`src/hdl/gfp_pkg.sv`:
```
// Shared types and constants for the grid first-fit placer.
// Used by every module of the block; depends on nothing else.
`timescale 1ns / 1ps

package gfp_pkg;

  localparam int unsigned GFP_COLUMNS = 8;
  localparam int unsigned GFP_ROWS    = 15;

  localparam int unsigned DIM_W   = 4;
  localparam int unsigned SLOT_W  = 7;
  localparam int unsigned COUNT_W = 7;

  localparam logic [COUNT_W-1:0] COUNT_MAX = 7'd127;

  typedef enum logic {
    REQ_PLACE = 1'b0,
    REQ_CLEAR = 1'b1
  } gfp_req_e;

  typedef enum logic [1:0] {
    ST_IDLE,
    ST_SCAN,
    ST_MARK
  } gfp_state_e;

  typedef struct packed {
    gfp_req_e           req_type;
    logic [DIM_W-1:0]   rect_width;
    logic [DIM_W-1:0]   rect_height;
  } gfp_req_t;

  typedef struct packed {
    logic               placed;
    logic [SLOT_W-1:0]  slot_index;
    logic [COUNT_W-1:0] placed_count;
  } gfp_rsp_t;

  // row store controls
  typedef struct packed {
    logic rd_en;
    logic wr_en;
    logic wipe;
  } store_ctl_t;

  // run lane controls
  typedef struct packed {
    logic clear;
    logic step;
  } lane_ctl_t;

endpackage

```
`src/hdl/gfp_row_store.sv`:
```
// Occupancy row memory: one write port, one registered read port.
// Per-row valid bits make unwritten or wiped rows read as free. Uses gfp_pkg.
`timescale 1ns / 1ps

module gfp_row_store #(
  parameter int unsigned GRID_COLUMNS = gfp_pkg::GFP_COLUMNS,
  parameter int unsigned GRID_ROWS    = gfp_pkg::GFP_ROWS,
  localparam int unsigned RW = (GRID_ROWS > 1) ? $clog2(GRID_ROWS) : 1
) (
  input  logic                     clk_i,
  input  logic                     rst_ni,
  input  gfp_pkg::store_ctl_t      ctl_i,
  input  logic [RW-1:0]            rd_addr_i,
  input  logic [RW-1:0]            wr_addr_i,
  input  logic [GRID_COLUMNS-1:0]  wr_data_i,
  output logic [GRID_COLUMNS-1:0]  rd_data_o
);
  import gfp_pkg::*;

  logic [GRID_COLUMNS-1:0] mem_q [GRID_ROWS];
  logic [GRID_ROWS-1:0]    vld_q;
  logic [GRID_COLUMNS-1:0] rd_data_q;
  logic                    rd_vld_q;

  always_ff @(posedge clk_i) begin
    if (ctl_i.wr_en) begin
      mem_q[wr_addr_i] <= wr_data_i;
    end
    if (ctl_i.rd_en) begin
      rd_data_q <= mem_q[rd_addr_i];
    end
  end

  always_ff @(posedge clk_i or negedge rst_ni) begin
    if (!rst_ni) begin
      vld_q    <= '0;
      rd_vld_q <= 1'b0;
    end else begin
      if (ctl_i.wipe) begin
        vld_q <= '0;
      end else if (ctl_i.wr_en) begin
        vld_q[wr_addr_i] <= 1'b1;
      end
      if (ctl_i.rd_en) begin
        rd_vld_q <= vld_q[rd_addr_i];
      end
    end
  end

  assign rd_data_o = rd_vld_q ? rd_data_q : '0;

endmodule

```
`src/hdl/gfp_run_lanes.sv`:
```
// One lane per column: counts consecutive rows in which the rectangle's span
// starting at that column is free, and flags the leftmost lane that reaches
// the height. Uses gfp_pkg.
`timescale 1ns / 1ps

module gfp_run_lanes #(
  parameter int unsigned GRID_COLUMNS = gfp_pkg::GFP_COLUMNS,
  localparam int unsigned XW = (GRID_COLUMNS > 1) ? $clog2(GRID_COLUMNS) : 1
) (
  input  logic                          clk_i,
  input  logic                          rst_ni,
  input  gfp_pkg::lane_ctl_t            ctl_i,
  input  logic [GRID_COLUMNS-1:0]       row_i,
  input  logic [gfp_pkg::DIM_W-1:0]     width_i,
  input  logic [gfp_pkg::DIM_W-1:0]     height_i,
  output logic                          hit_o,
  output logic [XW-1:0]                 hit_col_o
);
  import gfp_pkg::*;

  logic [DIM_W-1:0]        run_q [GRID_COLUMNS];
  logic [DIM_W-1:0]        run_d [GRID_COLUMNS];
  logic [GRID_COLUMNS-1:0] wmask;
  logic [GRID_COLUMNS-1:0] fits;
  logic [GRID_COLUMNS-1:0] hit_v;

  always_comb begin
    for (int i = 0; i < GRID_COLUMNS; i++) begin
      wmask[i] = (6'(i) < {2'b00, width_i});
    end
  end

  always_comb begin
    for (int x = 0; x < GRID_COLUMNS; x++) begin
      fits[x]  = ((6'(x) + {2'b00, width_i}) <= 6'(GRID_COLUMNS)) &&
                 ((row_i & (wmask << x)) == '0);
      hit_v[x] = fits[x] && (({1'b0, run_q[x]} + 5'd1) >= {1'b0, height_i});
      if (!fits[x]) begin
        run_d[x] = '0;
      end else if (run_q[x] == {DIM_W{1'b1}}) begin
        run_d[x] = run_q[x];
      end else begin
        run_d[x] = run_q[x] + 4'd1;
      end
    end
  end

  // leftmost hit wins
  always_comb begin
    hit_col_o = '0;
    for (int x = GRID_COLUMNS - 1; x >= 0; x--) begin
      if (hit_v[x]) begin
        hit_col_o = XW'(x);
      end
    end
  end

  assign hit_o = ctl_i.step && (hit_v != '0);

  always_ff @(posedge clk_i or negedge rst_ni) begin
    if (!rst_ni) begin
      for (int x = 0; x < GRID_COLUMNS; x++) begin
        run_q[x] <= '0;
      end
    end else if (ctl_i.clear) begin
      for (int x = 0; x < GRID_COLUMNS; x++) begin
        run_q[x] <= '0;
      end
    end else if (ctl_i.step) begin
      for (int x = 0; x < GRID_COLUMNS; x++) begin
        run_q[x] <= run_d[x];
      end
    end
  end

endmodule

```
`src/hdl/grid_first_fit_placer.sv`:
```
// Grid first-fit placer: clear requests and rejected sizes answer in the cycle
// after acceptance. A place request scans up to GRID_ROWS rows (one memory
// row read per cycle) and, on a fit, marks rect_height rows (one row read-
// modify-write per cycle); one item at a time, busy high meanwhile. The
// receiver cannot stall; the result strobe is done_o. Reset empties the map
// at once through per-row valid bits and zeroes the count.
`timescale 1ns / 1ps

module grid_first_fit_placer #(
  parameter int unsigned GRID_COLUMNS = gfp_pkg::GFP_COLUMNS,
  parameter int unsigned GRID_ROWS    = gfp_pkg::GFP_ROWS
) (
  input  logic              clk_i,
  input  logic              rst_ni,
  input  logic              start,
  output logic              busy,
  input  gfp_pkg::gfp_req_t req_i,
  output logic              done_o,
  output gfp_pkg::gfp_rsp_t rsp_o
);
  import gfp_pkg::*;

  localparam int unsigned XW = (GRID_COLUMNS > 1) ? $clog2(GRID_COLUMNS) : 1;
  localparam int unsigned RW = (GRID_ROWS > 1) ? $clog2(GRID_ROWS) : 1;
  localparam logic [RW-1:0] LAST_ROW = RW'(GRID_ROWS - 1);

  gfp_state_e state_q, state_d;

  logic [DIM_W-1:0]        w_q, w_d;
  logic [DIM_W-1:0]        h_q, h_d;
  logic [RW-1:0]           row_q, row_d;
  logic [DIM_W-1:0]        left_q, left_d;
  logic [XW-1:0]           x_q, x_d;
  logic [RW-1:0]           y_q, y_d;
  logic [GRID_COLUMNS-1:0] mask_q, mask_d;
  logic [COUNT_W-1:0]      count_q, count_d;
  gfp_rsp_t                rsp_q, rsp_d;
  logic                    done_q, done_d;

  logic                    accept;
  logic                    is_clear;
  logic                    bad_size;
  store_ctl_t              st_ctl;
  lane_ctl_t               ln_ctl;
  logic [RW-1:0]           rd_addr;
  logic [GRID_COLUMNS-1:0] rd_row;
  logic                    hit;
  logic [XW-1:0]           hit_col;
  logic [6:0]              top_w;
  logic [RW-1:0]           top_y;
  logic [GRID_COLUMNS-1:0] wmask;
  logic [COUNT_W-1:0]      count_inc;
  logic [11:0]             slot_w;

  assign busy     = (state_q != ST_IDLE);
  assign accept   = start && !busy;
  assign is_clear = (req_i.req_type == REQ_CLEAR);
  assign bad_size = (req_i.rect_width == '0) || (req_i.rect_height == '0) ||
                    ({2'b00, req_i.rect_width} > 6'(GRID_COLUMNS)) ||
                    ({3'b000, req_i.rect_height} > 7'(GRID_ROWS));

  // top row of a window that completes at the current row
  assign top_w = 7'(row_q) + 7'd1 - {3'b000, h_q};
  assign top_y = top_w[RW-1:0];

  always_comb begin
    for (int i = 0; i < GRID_COLUMNS; i++) begin
      wmask[i] = (6'(i) < {2'b00, w_q});
    end
  end

  assign count_inc = (count_q == COUNT_MAX) ? count_q : count_q + 7'd1;
  assign slot_w    = 12'(x_q) + 12'(y_q) * 12'(GRID_COLUMNS);

  gfp_row_store #(
    .GRID_COLUMNS(GRID_COLUMNS),
    .GRID_ROWS   (GRID_ROWS)
  ) u_store (
    .clk_i    (clk_i),
    .rst_ni   (rst_ni),
    .ctl_i    (st_ctl),
    .rd_addr_i(rd_addr),
    .wr_addr_i(row_q),
    .wr_data_i(rd_row | mask_q),
    .rd_data_o(rd_row)
  );

  gfp_run_lanes #(
    .GRID_COLUMNS(GRID_COLUMNS)
  ) u_lanes (
    .clk_i    (clk_i),
    .rst_ni   (rst_ni),
    .ctl_i    (ln_ctl),
    .row_i    (rd_row),
    .width_i  (w_q),
    .height_i (h_q),
    .hit_o    (hit),
    .hit_col_o(hit_col)
  );

  // next state
  always_comb begin
    state_d = state_q;
    case (state_q)
      ST_IDLE: begin
        if (accept && !is_clear && !bad_size) begin
          state_d = ST_SCAN;
        end
      end
      ST_SCAN: begin
        if (hit) begin
          state_d = ST_MARK;
        end else if (row_q == LAST_ROW) begin
          state_d = ST_IDLE;
        end
      end
      ST_MARK: begin
        if (left_q == 4'd1) begin
          state_d = ST_IDLE;
        end
      end
      default: state_d = ST_IDLE;
    endcase
  end

  // memory and lane controls
  always_comb begin
    st_ctl  = '0;
    ln_ctl  = '0;
    rd_addr = '0;
    case (state_q)
      ST_IDLE: begin
        if (accept && is_clear) begin
          st_ctl.wipe = 1'b1;
        end else if (accept && !bad_size) begin
          st_ctl.rd_en = 1'b1;
          ln_ctl.clear = 1'b1;
        end
      end
      ST_SCAN: begin
        ln_ctl.step = 1'b1;
        if (hit) begin
          st_ctl.rd_en = 1'b1;
          rd_addr      = top_y;
        end else if (row_q != LAST_ROW) begin
          st_ctl.rd_en = 1'b1;
          rd_addr      = row_q + 1'b1;
        end
      end
      ST_MARK: begin
        // write this row while the next one is read
        st_ctl.wr_en = 1'b1;
        if (left_q != 4'd1) begin
          st_ctl.rd_en = 1'b1;
          rd_addr      = row_q + 1'b1;
        end
      end
      default: begin
        st_ctl = '0;
      end
    endcase
  end

  // datapath and result
  always_comb begin
    w_d     = w_q;
    h_d     = h_q;
    row_d   = row_q;
    left_d  = left_q;
    x_d     = x_q;
    y_d     = y_q;
    mask_d  = mask_q;
    count_d = count_q;
    rsp_d   = rsp_q;
    done_d  = 1'b0;
    case (state_q)
      ST_IDLE: begin
        if (accept) begin
          w_d   = req_i.rect_width;
          h_d   = req_i.rect_height;
          row_d = '0;
          if (is_clear) begin
            count_d = '0;
            done_d  = 1'b1;
            rsp_d   = '0;
          end else if (bad_size) begin
            done_d             = 1'b1;
            rsp_d.placed       = 1'b0;
            rsp_d.slot_index   = '0;
            rsp_d.placed_count = count_q;
          end
        end
      end
      ST_SCAN: begin
        if (hit) begin
          row_d  = top_y;
          y_d    = top_y;
          x_d    = hit_col;
          left_d = h_q;
          mask_d = wmask << hit_col;
        end else if (row_q == LAST_ROW) begin
          done_d             = 1'b1;
          rsp_d.placed       = 1'b0;
          rsp_d.slot_index   = '0;
          rsp_d.placed_count = count_q;
        end else begin
          row_d = row_q + 1'b1;
        end
      end
      ST_MARK: begin
        row_d  = row_q + 1'b1;
        left_d = left_q - 4'd1;
        if (left_q == 4'd1) begin
          count_d            = count_inc;
          done_d             = 1'b1;
          rsp_d.placed       = 1'b1;
          rsp_d.slot_index   = slot_w[SLOT_W-1:0];
          rsp_d.placed_count = count_inc;
        end
      end
      default: begin
        done_d = 1'b0;
      end
    endcase
  end

  always_ff @(posedge clk_i or negedge rst_ni) begin
    if (!rst_ni) begin
      state_q <= ST_IDLE;
      count_q <= '0;
      done_q  <= 1'b0;
    end else begin
      state_q <= state_d;
      count_q <= count_d;
      done_q  <= done_d;
    end
  end

  always_ff @(posedge clk_i) begin
    w_q    <= w_d;
    h_q    <= h_d;
    row_q  <= row_d;
    left_q <= left_d;
    x_q    <= x_d;
    y_q    <= y_d;
    mask_q <= mask_d;
    rsp_q  <= rsp_d;
  end

  assign done_o = done_q;
  assign rsp_o  = rsp_q;

`ifndef SYNTHESIS
  a_no_rw_same_row: assert property (@(posedge clk_i) disable iff (!rst_ni)
    (st_ctl.wr_en && st_ctl.rd_en) |-> (rd_addr != row_q))
    else $error("row read and written in the same cycle");

  a_clear_answers: assert property (@(posedge clk_i) disable iff (!rst_ni)
    (accept && is_clear) |=> (done_o && !rsp_o.placed && rsp_o.placed_count == '0))
    else $error("clear request not answered with an empty result");

  a_busy_ends_with_item: assert property (@(posedge clk_i) disable iff (!rst_ni)
    $fell(busy) |-> done_o)
    else $error("place request finished without a result");

  a_placed_counts: assert property (@(posedge clk_i) disable iff (!rst_ni)
    (done_o && rsp_o.placed) |-> (rsp_o.placed_count != '0))
    else $error("placement reported with zero count");
`endif

endmodule

```
`config.mk`:
```
export PLATFORM = sky130hd
export DESIGN_NAME = grid_first_fit_placer
export DESIGN_NICKNAME = d
export VERILOG_FILES = /design/src/hdl/gfp_pkg.sv /design/src/hdl/gfp_row_store.sv /design/src/hdl/gfp_run_lanes.sv /design/src/hdl/grid_first_fit_placer.sv
export SDC_FILE = /design/constraint.sdc
export NUM_CORES = 1
export LEC_CHECK = 0
export ABC_AREA = 1
export BUFFER_PORTS_ARGS = -buffer_cell sky130_fd_sc_hd__buf_4
export CORE_MARGIN = 1.5
export CORE_UTILIZATION = 53
export DETAILED_ROUTE_END_ITERATION = 12
export HOLD_SLACK_MARGIN = 0.06
export PLACE_DENSITY = 0.72
export SETUP_SLACK_MARGIN = 0.02
export SYNTH_ARGS = -nofsm -noshare
export SYNTH_HDL_FRONTEND = slang
export SYNTH_SLANG_ARGS = --single-unit
export TNS_END_PERCENT = 20
```
`constraint.sdc`:
```
create_clock -name clk_i -period 2.7 [get_ports clk_i]
set_input_delay 0.135 -clock clk_i [delete_from_list [all_inputs] [get_ports clk_i]]
set_output_delay 0.135 -clock clk_i [all_outputs]
set_load 0.005 [all_outputs]
```
==> metrics.md <==
| Metric | Value |
|---|---|
| Clock power share | around 22% |
| Latest clock arrival within the worst-skew pair | 540 ps |
| Slew @ Worst Pin | just over 800 ps |
| R2R cell count | 20 |
| Synthesized cell area | 0.0120 sq mm |
| Die area | 0.0236 sq mm |
| Pin count of the biggest net entering global routing | 59 |
| CTS root buf | clkbuf_16 |
| Core area | 0.0221 sq mm |
| Max IR drop VDD | just under 0.0006 V |
| Post-synth top area share | between 40% and 50% |
| WL per Instance | 17.0 um |
| Critical path arrival | between 3000 and 4000 ps |
| Placed Instance Area | 0.0136 sq mm |
| Worst hold path class | in2reg |
| Status | complete, but fails checks |
| Synth Warn # | 0 |
| IO Port Bufs | 28 |
| CP Launch Type | flop |
| Post-synthesis cell type count | 48 |
| Initial core utilization | about 55% |
| FF+latch count, synth | between 200 and 250 |
| Max Slew Vio Count | 0 |
| Sink Count | ~230 |
| Post-DP HPWL | 19,900 um |
| RSZ-0062 raised after global routing | true |
| Rows | 54 |
| Setup slack, reg-to-reg | -550 ps |
| Comb pwr share | 46.8% |
| R2r startpoint | u_lanes.run_q[5] |
| DR vias | 9,818 |
| Via density | 5.53 |
| Ports | 29 |
| Final Setup Violations | 42 |
| GP Congestion | 0.915 |
| Final nets | 1,543 |
| Max-Cap Viols | 0 |
| Initial antenna violation count | 0 |
| DRC errors left | 0 |
| Number of global-route vias before repair | 9,254 |
| Cell with the most instances after synthesis | nand2_1 |
| Setup tns final | -13,960 ps |
| Max Clk Rate | 308 MHz |
| RR Endpoint | u_store.rd_data_q[7] |
| Startpoint of the worst hold path | req_i[8] |
| Worst Path Max Fanout | 10 |
| Slew HR | 46.2% |
| Initial DRC Count | ~840 |
| PD cells | about 1100 mW/mm^2 |
| Hold Path Sink | done_o |
| Clock-pin slew on the worst setup and hold paths | 60 ps |
| Setup CP Type | reg2reg |
| Drt first pass iters | 5 |
| Crit path capture type | flop |
| Synth cell count leaders | 272 x nand2_1, 174 x edfxtp_1, 166 x inv_1 |
| Primary FF master, synth | edfxtp_1 |
| Mapped Nets | 1,352 |
| Final Cell Area | 0.0154 sq mm |
| Number of synthesized flops with an enable pin | 174 |
| Antenna-violating nets left | 0 |
| Sequential Power Share | 31.0% |
| Sw Share | 38.2% |
| Fin crit share | 120% |
| Violated checks | setup timing |
| Ys async rst share | approximately 25% |
| PnR worst setup slack | -548 ps |
| Crit path time final | between 3000 and 4000 ps |
| Register area share after synthesis | 55.4% |
| Net switching power | 0.00633 W |
| Global route overflow | 0 |
| Antenna cell count | 0 |
| Worst Hold Depth | 5 |
| H-tree depth | 1 |
| GRT Util Overall | 24.6% |
| Area grow syn2layout | 27.5% |
| Final Hold Vio Count | 0 |
| Lkg Pwr | 6.78 nW |
| Cell Int Power | between 0.01 and 0.015 W |
| Max Buffers Root-to-Sink | 3 |
| Skew final | between 10 and 15 ps |
| Die W | 154 um |
| Post-place setup slack | -584 ps |
| Share of layout cells above drive strength 1 | approximately 24% |
| Synth area leaders | edfxtp_1 43%, dfrtp_1 12%, nand2_1 8.5% |
| Cell taking the most area after synthesis | edfxtp_1 |
| CP required | 3110 ps |
| First-pass GRT wire length | 46,500 um |
| CTS tree | built |
| CTS Buf Count | 26 |
| Die H | about 150 um |
| Total wire length | 30,100 um |
| Syn Area/Cell | 9.38 sq um |
| Cells after synthesis | ~1,300 |
==> how the worst max path moves through the flow <==
stage                                  from                   end  slack [ps]  cells after the start
after floorplan            u_lanes.run_q[8]  u_store.rd_data_q[3]        -190                     23
after global placement     u_lanes.run_q[8]  u_store.rd_data_q[4]        -500                     24
after detailed placement  u_lanes.run_q[12]  u_store.rd_data_q[7]        -580                     20
after CTS                 u_lanes.run_q[16]  u_store.rd_data_q[4]        -480                     23
after global routing      u_lanes.run_q[29]  u_store.rd_data_q[1]        -700                     22
final                      u_lanes.run_q[5]  u_store.rd_data_q[7]        -550                     20
==> stage by stage <==
step	hold WS [ps]	power, W	utilization [%]	std cells
after floorplan	-161	0.00917	-	1284
after global placement	271	0.0115	61.5	1692
after detailed placement	277	0.0117	61.5	1692
after CTS	171	0.0157	67.0	1756
after global routing	214	0.0176	69.5	1774
final	178	0.0166	69.5	1774
==> per-layer routing <==
metal	up-vias	global-route usage, %	part of all wire [%]	wire length (um)
li1	4701	-	-	-
met1	4695	33.1	41	12300
met2	356	41.9	49	14800
met3	66	3.66	7.3	2200
met4	0	6.20	2.6	785
met5	-	0	0	0
==> critical path, stage by stage (launching register included) <==
cell and delay, ps:
dfrtp_1 420, ha_2 220, xor2_2 150, ha_1 330, nand2_1 70, nand2_1 60, nand3_2 60, nand4_1 130
nand2_2 110, nand2_4 60, nor2_4 130, nand2_4 110, nand3_1 150, nand3_4 110, a21oi_4 160, buf_12 140
clkbuf_16 150, o21ai_1 100, o211ai_1 250, nand3_2 120, nand2_1 70
==> area by class of cell <==
cell class                 instances  area, sq um
inverter                         176          708
clock inverter                    16          196
timing repair inverter             1         6.26
clock buffer                      31          699
multi-input combinational        842         4950
sequential                       232         6680
fill                            1578         6740
timing repair buffer             196         1770
tap                              280          350
==> sequential cells by signal, summed over array words and instances (netlist names), 4 cells and up <==
signal and count:
left_q 4, w_q 4, u_store.vld_q 15, mask_q 8
h_q 4, y_q 4, u_store.rd_data_q 8, rsp_o 15
u_store.mem_q 120, count_q 7, row_q 4, u_lanes.run_q 32
==> kinds of logic (layout without fill, tap and decap cells) <==
logic type / count (synthesis) / count (layout) / share of synthesized area (%)
muxes: 1 / 1 / 0.0935
xor gates and xnor gates: 25 / 25 / 1.82
and+or+nand+nor: 577 / 577 / 21.1
DFF: 232 / 232 / 55.4
AOI/OAI and AO/OA: 183 / 183 / 8.53
buffers and inverters: 210 / 420 / 7.13
adders and majority gates: 56 / 56 / 5.88
==> power groups by stage <==
stage | Combinational [W] | Clock [W] | Sequential, W
finish | 0.00776 | 0.00368 | 0.00514
global route | 0.00850 | 0.00387 | 0.00518
CTS | 0.00690 | 0.00371 | 0.00513
detailed placement | 0.00651 | 0 | 0.00518
global placement | 0.00636 | 0 | 0.00517
floorplan | 0.00407 | 0 | 0.00510
==> cell usage in the layout, fill, tap and decap left out, drive strengths merged, types with 4 or more instances in the layout <==
| cell type | netlist | layout |
|---|---|---|
| nand2 | 288 | 288 |
| o21ai | 111 | 111 |
| buf | 23 | 183 |
| xnor2 | 5 | 5 |
| edfxtp | 174 | 174 |
| ha | 55 | 55 |
| xor2 | 20 | 20 |
| dlygate4sd3 | 0 | 10 |
| clkbuf | 11 | 34 |
| dfrtp | 58 | 58 |
| nor2 | 130 | 130 |
| nand3 | 122 | 122 |
| nor3 | 4 | 4 |
| nand4 | 17 | 17 |
| o22ai | 10 | 10 |
| inv | 175 | 175 |
| o211ai | 6 | 6 |
| clkinv | 1 | 13 |
| a31oi | 4 | 4 |
| or2 | 10 | 10 |
| a21oi | 38 | 38 |
| bufinv | 0 | 4 |
==> what timing repair did <==
item	CTS	global route
hold buffers	10	0
pin swaps	6	26
endpoints found under the hold margin	70	0
gates cloned	0	6
gates resized for setup	52	98
endpoints found under the setup margin	46	80
buffers inserted	7	13
Note: power is estimated with default switching activity, not from simulation.
